## src/rtl/core/rcpf_pkg.sv

```systemverilog
// ----------------------------------------------------------------------------
// Ray collinear point filter package
// Shared constants for the collinear point filter: default coordinate width,
// threshold register width and the threshold reset value.
// ----------------------------------------------------------------------------
package rcpf_pkg;

  localparam int COORD_BITS_DEF = 24;
  localparam int THRESH_W       = 32;

  // 0.001 in Q0.32.
  localparam logic [THRESH_W-1:0] THRESH_RESET = 32'd4294967;

endpackage

```

## src/rtl/core/ray_collinear_point_filter.sv

```systemverilog
// ----------------------------------------------------------------------------
// Ray collinear point filter
// Removes lidar points whose step from the previous point of the row lies
// along the point's own ray, plus row starts and points after an all-zero
// point, with one shared multiplier and square root unit under a small sequencer.
// ----------------------------------------------------------------------------
//
//  Channel   Direction  Handshake             Payload
//  in_       slave      in_tvalid/in_tready   in_tdata {z, y, x}, in_tuser row_start
//  out_      master     out_tvalid/out_tready out_tdata {z, y, x}, out_tuser removed
//  cfg_      write      cfg_we                cfg_wdata collinear_threshold
//
// A tested point passes the multiply-accumulate steps, two bit-serial square
// roots giving COORD_BITS + 1 bit roots, the product of the roots and the
// difference before its result is loaded; a row start or a point after an
// all-zero point goes straight to loading. Reset is synchronous and active low;
// it sets the threshold to 0.001 and marks the previous point invalid. The result
// register lets the next point be accepted while a result waits on out_tready.
// ----------------------------------------------------------------------------
module ray_collinear_point_filter #(
  parameter int COORD_BITS = rcpf_pkg::COORD_BITS_DEF
) (
  input  logic                                  clk,
  input  logic                                  rst_n,
  input  logic                                  in_tvalid,
  output logic                                  in_tready,
  // Bits from lowest: x_in, y_in, z_in, zero fill to whole bytes.
  input  logic [((3*COORD_BITS+7)/8)*8-1:0]     in_tdata,
  // Bit 0: row_start.
  input  logic                                  in_tuser,
  output logic                                  out_tvalid,
  input  logic                                  out_tready,
  // Bits from lowest: x_out, y_out, z_out, zero fill to whole bytes.
  output logic [((3*COORD_BITS+7)/8)*8-1:0]     out_tdata,
  // Bit 0: removed.
  output logic                                  out_tuser,
  input  logic                                  cfg_we,
  input  logic [rcpf_pkg::THRESH_W-1:0]         cfg_wdata
);

  localparam int CW     = COORD_BITS;
  localparam int TW     = ((3*CW+7)/8)*8;
  localparam int DW     = CW + 1;
  localparam int MW     = CW + 2;
  localparam int PW     = 2*CW + 4;
  localparam int SK     = CW + 1;
  localparam int SN     = 2*SK;
  localparam int SR     = SK + 2;
  localparam int CNT_W  = $clog2(SK);
  localparam int STEP_W = 3;
  localparam logic [CNT_W-1:0]  SQ_LAST  = CNT_W'(SK - 1);
  localparam logic [STEP_W-1:0] MAC_LAST = STEP_W'(6);

  typedef enum logic [2:0] {
    S_IDLE,
    S_MAC,
    S_SQD,
    S_SQP,
    S_PMUL,
    S_DIFF,
    S_DONE
  } state_t;

  state_t state_r;

  logic [rcpf_pkg::THRESH_W-1:0] thresh_r;
  logic signed [CW-1:0] last_x_r, last_y_r;
  logic                 last_valid_r;
  logic signed [CW-1:0] x_r, y_r, z_r;
  logic signed [DW-1:0] dx_r, dy_r;
  logic                 removed_r;
  logic [STEP_W-1:0]    step_r;
  logic signed [PW-1:0] prod_r, acc_r, dot_r;
  logic [SN-1:0]        sq_n_r, np2_r;
  logic [SR-1:0]        rem_r;
  logic [SK-1:0]        root_r, sd_r;
  logic [CNT_W-1:0]     cnt_r;
  logic [PW-1:0]        diff_r;
  logic                 out_valid_r;
  logic signed [CW-1:0] out_x_r, out_y_r, out_z_r;
  logic                 out_removed_r;

  logic signed [CW-1:0] in_x, in_y, in_z;
  logic                 in_acc;
  logic signed [MW-1:0] mul_a, mul_b;
  logic signed [PW-1:0] mul_p, mac_sum, dot_abs;
  logic [SR+1:0]        sq_shift, sq_trial;
  logic                 sq_ge;
  logic [SR-1:0]        rem_nxt;
  logic [SK-1:0]        root_nxt;
  logic                 keep;

  assign in_x   = in_tdata[CW-1:0];
  assign in_y   = in_tdata[2*CW-1:CW];
  assign in_z   = in_tdata[3*CW-1:2*CW];
  assign in_tready = (state_r == S_IDLE);
  assign in_acc    = in_tvalid && in_tready;

  always_comb begin
    mul_a = '0;
    mul_b = '0;
    if (state_r == S_PMUL) begin
      mul_a = MW'({1'b0, sd_r});
      mul_b = MW'({1'b0, root_r});
    end else begin
      unique case (step_r)
        3'd0: begin mul_a = MW'(dx_r); mul_b = MW'(x_r); end
        3'd1: begin mul_a = MW'(dy_r); mul_b = MW'(y_r); end
        3'd2: begin mul_a = MW'(dx_r); mul_b = MW'(dx_r); end
        3'd3: begin mul_a = MW'(dy_r); mul_b = MW'(dy_r); end
        3'd4: begin mul_a = MW'(x_r);  mul_b = MW'(x_r); end
        3'd5: begin mul_a = MW'(y_r);  mul_b = MW'(y_r); end
        default: begin mul_a = '0; mul_b = '0; end
      endcase
    end
  end

  assign mul_p   = PW'(mul_a) * PW'(mul_b);
  assign mac_sum = acc_r + prod_r;
  assign dot_abs = dot_r[PW-1] ? -dot_r : dot_r;

  assign sq_shift = {rem_r, sq_n_r[SN-1 -: 2]};
  assign sq_trial = (SR+2)'({root_r, 2'b01});
  assign sq_ge    = (sq_shift >= sq_trial);
  assign rem_nxt  = sq_ge ? SR'(sq_shift - sq_trial) : SR'(sq_shift);
  assign root_nxt = {root_r[SK-2:0], sq_ge};

  assign keep = !removed_r && (diff_r >= PW'(thresh_r));

  always_ff @(posedge clk) begin
    if (!rst_n) begin
      state_r       <= S_IDLE;
      thresh_r      <= rcpf_pkg::THRESH_RESET;
      last_x_r      <= '0;
      last_y_r      <= '0;
      last_valid_r  <= 1'b0;
      out_valid_r   <= 1'b0;
      step_r        <= '0;
      cnt_r         <= '0;
    end else begin
      if (cfg_we) begin
        thresh_r <= cfg_wdata;
      end
      if (out_valid_r && out_tready) begin
        out_valid_r <= 1'b0;
      end
      unique case (state_r)
        S_IDLE: begin
          if (in_acc) begin
            x_r          <= in_x;
            y_r          <= in_y;
            z_r          <= in_z;
            dx_r         <= DW'(last_x_r) - DW'(in_x);
            dy_r         <= DW'(last_y_r) - DW'(in_y);
            last_x_r     <= in_x;
            last_y_r     <= in_y;
            last_valid_r <= |{in_x, in_y, in_z};
            step_r       <= '0;
            if (in_tuser || !last_valid_r) begin
              removed_r <= 1'b1;
              state_r   <= S_DONE;
            end else begin
              removed_r <= 1'b0;
              state_r   <= S_MAC;
            end
          end
        end
        S_MAC: begin
          prod_r <= mul_p;
          step_r <= step_r + 1'b1;
          unique case (step_r)
            3'd1, 3'd3, 3'd5: acc_r <= prod_r;
            3'd2: dot_r <= mac_sum;
            3'd4: sq_n_r <= mac_sum[SN-1:0];
            default: begin end
          endcase
          if (step_r == MAC_LAST) begin
            np2_r   <= mac_sum[SN-1:0];
            rem_r   <= '0;
            root_r  <= '0;
            cnt_r   <= '0;
            state_r <= S_SQD;
          end
        end
        S_SQD: begin
          rem_r  <= rem_nxt;
          root_r <= root_nxt;
          sq_n_r <= {sq_n_r[SN-3:0], 2'b00};
          cnt_r  <= cnt_r + 1'b1;
          if (cnt_r == SQ_LAST) begin
            sd_r    <= root_nxt;
            sq_n_r  <= np2_r;
            rem_r   <= '0;
            root_r  <= '0;
            cnt_r   <= '0;
            state_r <= S_SQP;
          end
        end
        S_SQP: begin
          rem_r  <= rem_nxt;
          root_r <= root_nxt;
          sq_n_r <= {sq_n_r[SN-3:0], 2'b00};
          cnt_r  <= cnt_r + 1'b1;
          if (cnt_r == SQ_LAST) begin
            state_r <= S_PMUL;
          end
        end
        S_PMUL: begin
          prod_r  <= mul_p;
          state_r <= S_DIFF;
        end
        S_DIFF: begin
          diff_r  <= (dot_abs >= prod_r) ? PW'(dot_abs - prod_r) : PW'(prod_r - dot_abs);
          state_r <= S_DONE;
        end
        S_DONE: begin
          if (!out_valid_r || out_tready) begin
            out_valid_r   <= 1'b1;
            out_x_r       <= keep ? x_r : '0;
            out_y_r       <= keep ? y_r : '0;
            out_z_r       <= keep ? z_r : '0;
            out_removed_r <= !keep;
            state_r       <= S_IDLE;
          end
        end
        default: state_r <= S_IDLE;
      endcase
    end
  end

  assign out_tvalid = out_valid_r;
  assign out_tdata  = TW'({out_z_r, out_y_r, out_x_r});
  assign out_tuser  = out_removed_r;

`ifndef SYNTHESIS
  a_removed_is_zero: assert property (@(posedge clk) disable iff (!rst_n)
    out_tvalid && out_tuser |-> out_tdata == '0)
    else $error("Removed point carries nonzero coordinates.");

  a_busy_after_accept: assert property (@(posedge clk) disable iff (!rst_n)
    in_tvalid && in_tready |=> !in_tready)
    else $error("Input accepted again while a point is in progress.");

  a_row_start_removed: assert property (@(posedge clk) disable iff (!rst_n)
    in_tvalid && in_tready && in_tuser |=> state_r == S_DONE && removed_r)
    else $error("Row start point was not marked for removal.");

  a_last_valid: assert property (@(posedge clk) disable iff (!rst_n)
    in_tvalid && in_tready |=> last_valid_r == ($past(in_tdata[3*CW-1:0]) != '0))
    else $error("Previous point validity does not follow the accepted point.");
`endif

endmodule
```

## config.mk

```make
export PLATFORM = sky130hd
export DESIGN_NAME = ray_collinear_point_filter
export DESIGN_NICKNAME = d
export VERILOG_FILES = /design/src/rtl/core/rcpf_pkg.sv /design/src/rtl/core/ray_collinear_point_filter.sv
export SDC_FILE = /design/constraint.sdc
export NUM_CORES = 2
export LEC_CHECK = 0
export ABC_CLOCK_PERIOD_IN_PS = 12100
export BUFFER_PORTS_ARGS = -buffer_cell sky130_fd_sc_hd__buf_2
export CAP_MARGIN = 5
export CORE_UTILIZATION = 30
export CTS_CLUSTER_DIAMETER = 100
export DETAILED_ROUTE_END_ITERATION = 12
export PLACE_DENSITY = 0.49
export SKIP_LAST_GASP = 1
export SLEW_MARGIN = 20
export SYNTH_ARGS = -nofsm -noshare
export SYNTH_HDL_FRONTEND = slang
export SYNTH_SLANG_ARGS = --single-unit
```

## constraint.sdc

```tcl
create_clock -name clk -period 12.1 [get_ports clk]
set_input_delay 1.21 -clock clk [delete_from_list [all_inputs] [get_ports clk]]
set_output_delay 1.21 -clock clk [all_outputs]
set_load 0.02 [all_outputs]
```

-- Word-level counts from Yosys, hierarchy flattened
Index checks and enable logic that the tools add are counted.
W data, S select, Z words.
- register bits after elaboration: 674
- output and inout bits: 75
- add/subtract/negate cells: 9
- multiply operators: 1
- magnitude comparators: 3
- equal/unequal tests: 19
- mux-type cells: 32
- reduce and logical (&&, ||, !) cells: 34
- operators by type and width (kind ; number):
    $pmux W26 S4 ; 2
    $pmux W50 S3 ; 1
    $mux W52 ; 2
    $sub A52 B52 Y52 ; 2
    $mux W50 ; 2
    $mux W27 ; 3
    $pmux W27 S3 ; 1
    $pmux W25 S3 ; 1
    $reduce_or A72 Y1 ; 1
    $add A52 B52 Y52 ; 1
    $ge A52 B32 Y1 ; 1
    $ge A52 B52 Y1 ; 1
    $mul A26 B26 Y52 ; 1
    $mux W26 ; 2
    $neg A52 Y52 ; 1
    $mux W25 ; 2
    $sub A24 B24 Y25 ; 2
    $ge A29 B27 Y1 ; 1
    $sub A27 B27 Y27 ; 1
    $reduce_and A3 Y1 ; 8
    $mux W3 ; 7
    $pmux W3 S7 ; 1
    $eq A3 B3 Y1 const B ; 6
    $pmux W5 S3 ; 1
    20 further kinds ; 47

-- Logic depth before layout (Yosys ltp)
- depth in word-level cells: 5
- mapped depth: 39
- gate-level depth less buffers: 33

-- Least setup slack after synthesis
OpenSTA, ideal clock, no wires.
- path kind: input-to-reg
- start point: in rst_n
- end point: reg out_removed_r, in the netlist out_tuser (enable)
- library setup time: 0.710 ns
- arrival: 9.245 ns
- path slack: 2.144 ns
- stages: 3
- path buffers: 2
- cells stage by stage: clkbuf_1 clkbuf_1 nor4b_1
- longest elaborated chain between the ends: 1
- RTL lines (element ; line ; source):
    start: declaration ; ray_collinear_point_filter.sv:24 ; input logic rst_n,
    $reduce_and A3 Y1 (no source line) ; -- ;
    end signal: assignment ; ray_collinear_point_filter.sv:222 ; out_removed_r <= !keep;
    end: declaration ; ray_collinear_point_filter.sv:81 ; logic out_removed_r;
No other way between the ends.
A chain may end at the register's enable or synchronous reset.

-- Worst setup path in the final report
- start point: reg step_r[0]
- end point: reg prod_r[47], data pin
- longest elaborated chain between the ends: 5
- elaborated cells on any way between the ends: 15
- classes of those cells: mul (1); eq/ne (5); mux (4); reduce/logical (5)
- RTL lines (element ; line ; source):
    start: declaration ; ray_collinear_point_filter.sv:72 ; logic [STEP_W-1:0] step_r;
    start signal: assignment ; ray_collinear_point_filter.sv:170 ; step_r <= step_r + 1'b1;
    $eq A3 B1 Y1, or another cell as far along ; ray_collinear_point_filter.sv:106 ; unique case (step_r)
    $reduce_or A2 Y1 (no source line) ; -- ;
    $pmux W26 S4 ; ray_collinear_point_filter.sv:106 ;
    $mux W26 ; ray_collinear_point_filter.sv:102 ; if (state_r == S_PMUL) begin
    $mul A26 B26 Y52 * ; ray_collinear_point_filter.sv:118 ; assign mul_p = PW'(mul_a) * PW'(mul_b);
    named net mul_p[47] ; ray_collinear_point_filter.sv:86 ; logic signed [PW-1:0] mul_p, mac_sum, dot_abs;
    end signal: assignment ; ray_collinear_point_filter.sv:169 ; prod_r <= mul_p;
    end signal: assignment ; ray_collinear_point_filter.sv:209 ; prod_r <= mul_p;
    end: declaration ; ray_collinear_point_filter.sv:73 ; logic signed [PW-1:0] prod_r, acc_r, dot_r;
Mark *: on every way through the listed nets, which the timed path passes. The rest lies on a longest branch.

==> metrics.md <==
| Metric | Value |
|---|---|
| Core region area | `0.212 mm²` |
| Slew Limit Fails | `0` |
| CP Class | `flip-flop to flip-flop` |
| FFs w/ async S/R, synth | `0%` |
| CP Data Required Time | `12520 ps` |
| Post-route clock period utilization | `92.3%` |
| Detailed-route via count | `47900` |
| Cts bufs inserted | `80` |
| Synth area leaders | `edfxtp_1, fa_1, ha_1` |
| Data arrival time of the critical path | `11590 ps` |
| Synth area leader | `edfxtp_1` |
| CTS resizes | `0` |
| Routed length per instance | `20.6 µm` |
| Top FF cell, synth | `edfxtp_1` |
| Fin Clk Skew | `28.1 ps` |
| Hold_sp | `last_y_r[7]` |
| CTS tree | `done` |
| Final WS setup | `927 ps` |
| Die Width | `464 µm` |
| PortBufs | `184` |
| Row count | `169` |
| Failing checks | `design-rule violations` |
| Hold buffers post-CTS | `0` |
| Max_slew headroom | `16.0%` |
| Starting Density | `30.2%` |
| Final count of negative-setup-slack endpoints | `0` |
| Drt initial violations | `3326` |
| Vias in the first global route | `49400` |
| Global-route usage over all layers | `18.3%` |
| Die ar. | `0.215 mm²` |
| Synth Area per Inst | `9.60 µm²` |
| Drt pass-1 iters | `10` |
| Synth cell types | `79` |
| Worst hold stages | `2` |
| F_max | `89.5 MHz` |
| Routed Antenna Nets | `0` |
| Hold endpoint | `last_y_r[7]` |
| Area added between synthesis and finish | `11.3%` |
| Worst slew pin tran | `1260 ps` |
| Clock Latency Late Sink | `710 ps` |
| Worst slack, placed | `965 ps` |
| DP Wirelength | `160000 µm` |
| Final min period | `11170 ps` |
| GR Overflow Total | `0` |
| H-Tree Depth | `3` |
| Antenna violations before repair | `5` |
| Fill count | `21900` |
| Post-Synthesis Cells | `6672` |
| Crit Reg-Reg Startpoint | `step_r[0]` |
| Number of synthesized register bits | `674` |
| Final Wtd Congestion | `0.933` |
| Final wirelength | `199000 µm` |
| Synth Cell Area | `0.0640 mm²` |
| Worst r2r path cells | `30` |
| Die H | `464 µm` |
| HP Class | `flip-flop to flip-flop` |
| Share of the synthesized area in the top cell type | `27.2%` |
| EDFF count, synth | `581` |
| Startpoint types | `flip-flop` |
| Worst path slowest cell | `a311oi_1` |
| Fin. Hold Viols | `0` |
| Setup tns final | `0 ps` |
| First-pass GRT wire length | `303000 µm` |
| Delay of the slowest cell on the worst path | `920 ps` |
| CTS Root Cell | `clkbuf_16` |
| Yosys warnings | `0` |
| Worst-case clock buffer depth | `3` |
| Critical path peak fanout | `31` |
| Crit. Startpoint | `step_r[0]` |
| Status | `finished, violations left` |
| Vias per cell | `4.97` |
| CP Capture Type | `flip-flop` |
| Reg-to-Reg End | `prod_r[47]` |
| I/O pin count | `185` |
| # Max-Cap Violations | `0` |
| # clock sinks | `674` |
| Largest net degree at the start of global routing | `80` |
| Post-CTS Setup Inserts | `0` |
| Final #Nets | `8002` |
| RSZ-0062 raised after global routing | `false` |
| Clock transition at path regs | `60 ps` |
| Most common cell in the synthesized netlist | `inv_1` |
| Post-Syn Nets | `7912` |
| DR DRC count | `10` |
| R2R setup slack | `930 ps` |
| Fraction of layout cells with a size suffix above 1 | `7.10%` |
| Synth top cells by count | `inv_1, nand2_1, fa_1` |
| Cell mode on critical path | `fa_1` |
| Part of the Yosys area used for sequential elements | `30.2%` |
==> flip-flops by register name, indices dropped and copies added, names as in the netlist, 25 cells and up <==
signal    flops
acc_r        52
diff_r       52
dot_r        52
dx_r         25
dy_r         25
np2_r        50
prod_r       52
rem_r        27
root_r       25
sd_r         25
sq_n_r       50
thresh_r     32
==> area by class of cell <==
| cell class | count | area [µm²] | share of cell area (%) |
|---|---|---|---|
| clock inverter | 35 | 523 | 0.734 |
| antenna | 1 | 2.50 | 0.00351 |
| multi-input combinational | 4635 | 39800 | 55.9 |
| sequential | 674 | 19300 | 27.1 |
| tap | 2821 | 3530 | 4.95 |
| timing repair buffer | 282 | 1670 | 2.35 |
| inverter | 1089 | 4090 | 5.73 |
| clock buffer | 112 | 2320 | 3.25 |
==> worst max-delay path, delay by kind of cell (launching register included) <==
| kind | cells | cell delay [ps] |
|---|---|---|
| AOI/OAI and AO/OA | 11 | 4430 |
| and+or+nand+nor | 3 | 400 |
| buffers and inverters | 7 | 1100 |
| DFF | 1 | 310 |
| adders and majority gates | 9 | 4650 |
==> layer usage <==
metal	vias to the layer above	global-route usage [%]	part of all wire, %
met4	0	5.47	3.1
met2	1284	31.0	47
met5	-	0	0
met3	293	2.44	4.9
met1	24100	24.2	45
li1	22300	-	-
==> placed cells by master, fill, tap and decap left out, types with 85 or more instances in the layout <==
master	instances
nor2_1	521
buf_4	95
fa_1	715
and2_1	122
mux2i_1	119
o21ai_0	233
a21o_1	163
edfxtp_1	581
inv_1	1088
clkbuf_16	85
nand2_1	807
dfxtp_1	93
a21oi_1	326
buf_2	183
xnor2_1	185
ha_1	414
==> how the worst max path moves through the flow <==
stage | cells after the start | to | slack [ps]
after floorplan | 3 | out_tuser | 2140
after global placement | 30 | prod_r[47] | 1320
after detailed placement | 30 | prod_r[47] | 970
after CTS | 30 | prod_r[47] | 1080
after global routing | 30 | prod_r[47] | 560
final | 30 | prod_r[47] | 930
==> cells by family (layout without fill, tap and decap cells) <==
logic type	Yosys count	in the layout	synth area share, %
xor+xnor	250	250	3.42
fa+ha+maj	1130	1130	30.5
simple gates	1869	1869	13.0
compound gates	1259	1259	13.0
buf+inv	1363	1518	7.99
other cells	0	1	0
flops	674	674	30.2
mux	127	127	2.00
==> per-stage QoR <==
| stage | instance area [µm²] | cells | hold slack [ps] | utilization (%) |
|---|---|---|---|---|
| after global placement | 68300 | 9496 | 458 | 32.2 |
| after CTS | 71300 | 9648 | 473 | 33.6 |
| after global routing | 71300 | 9649 | 487 | 33.6 |
| final | 71300 | 9649 | 472 | 33.6 |
| after detailed placement | 68400 | 9501 | 466 | 32.3 |
| after floorplan | 64000 | 6672 | 443 | - |
Power is not shown: default switching activity piles up to over one toggle a cycle in this logic, so the estimate is an artifact.
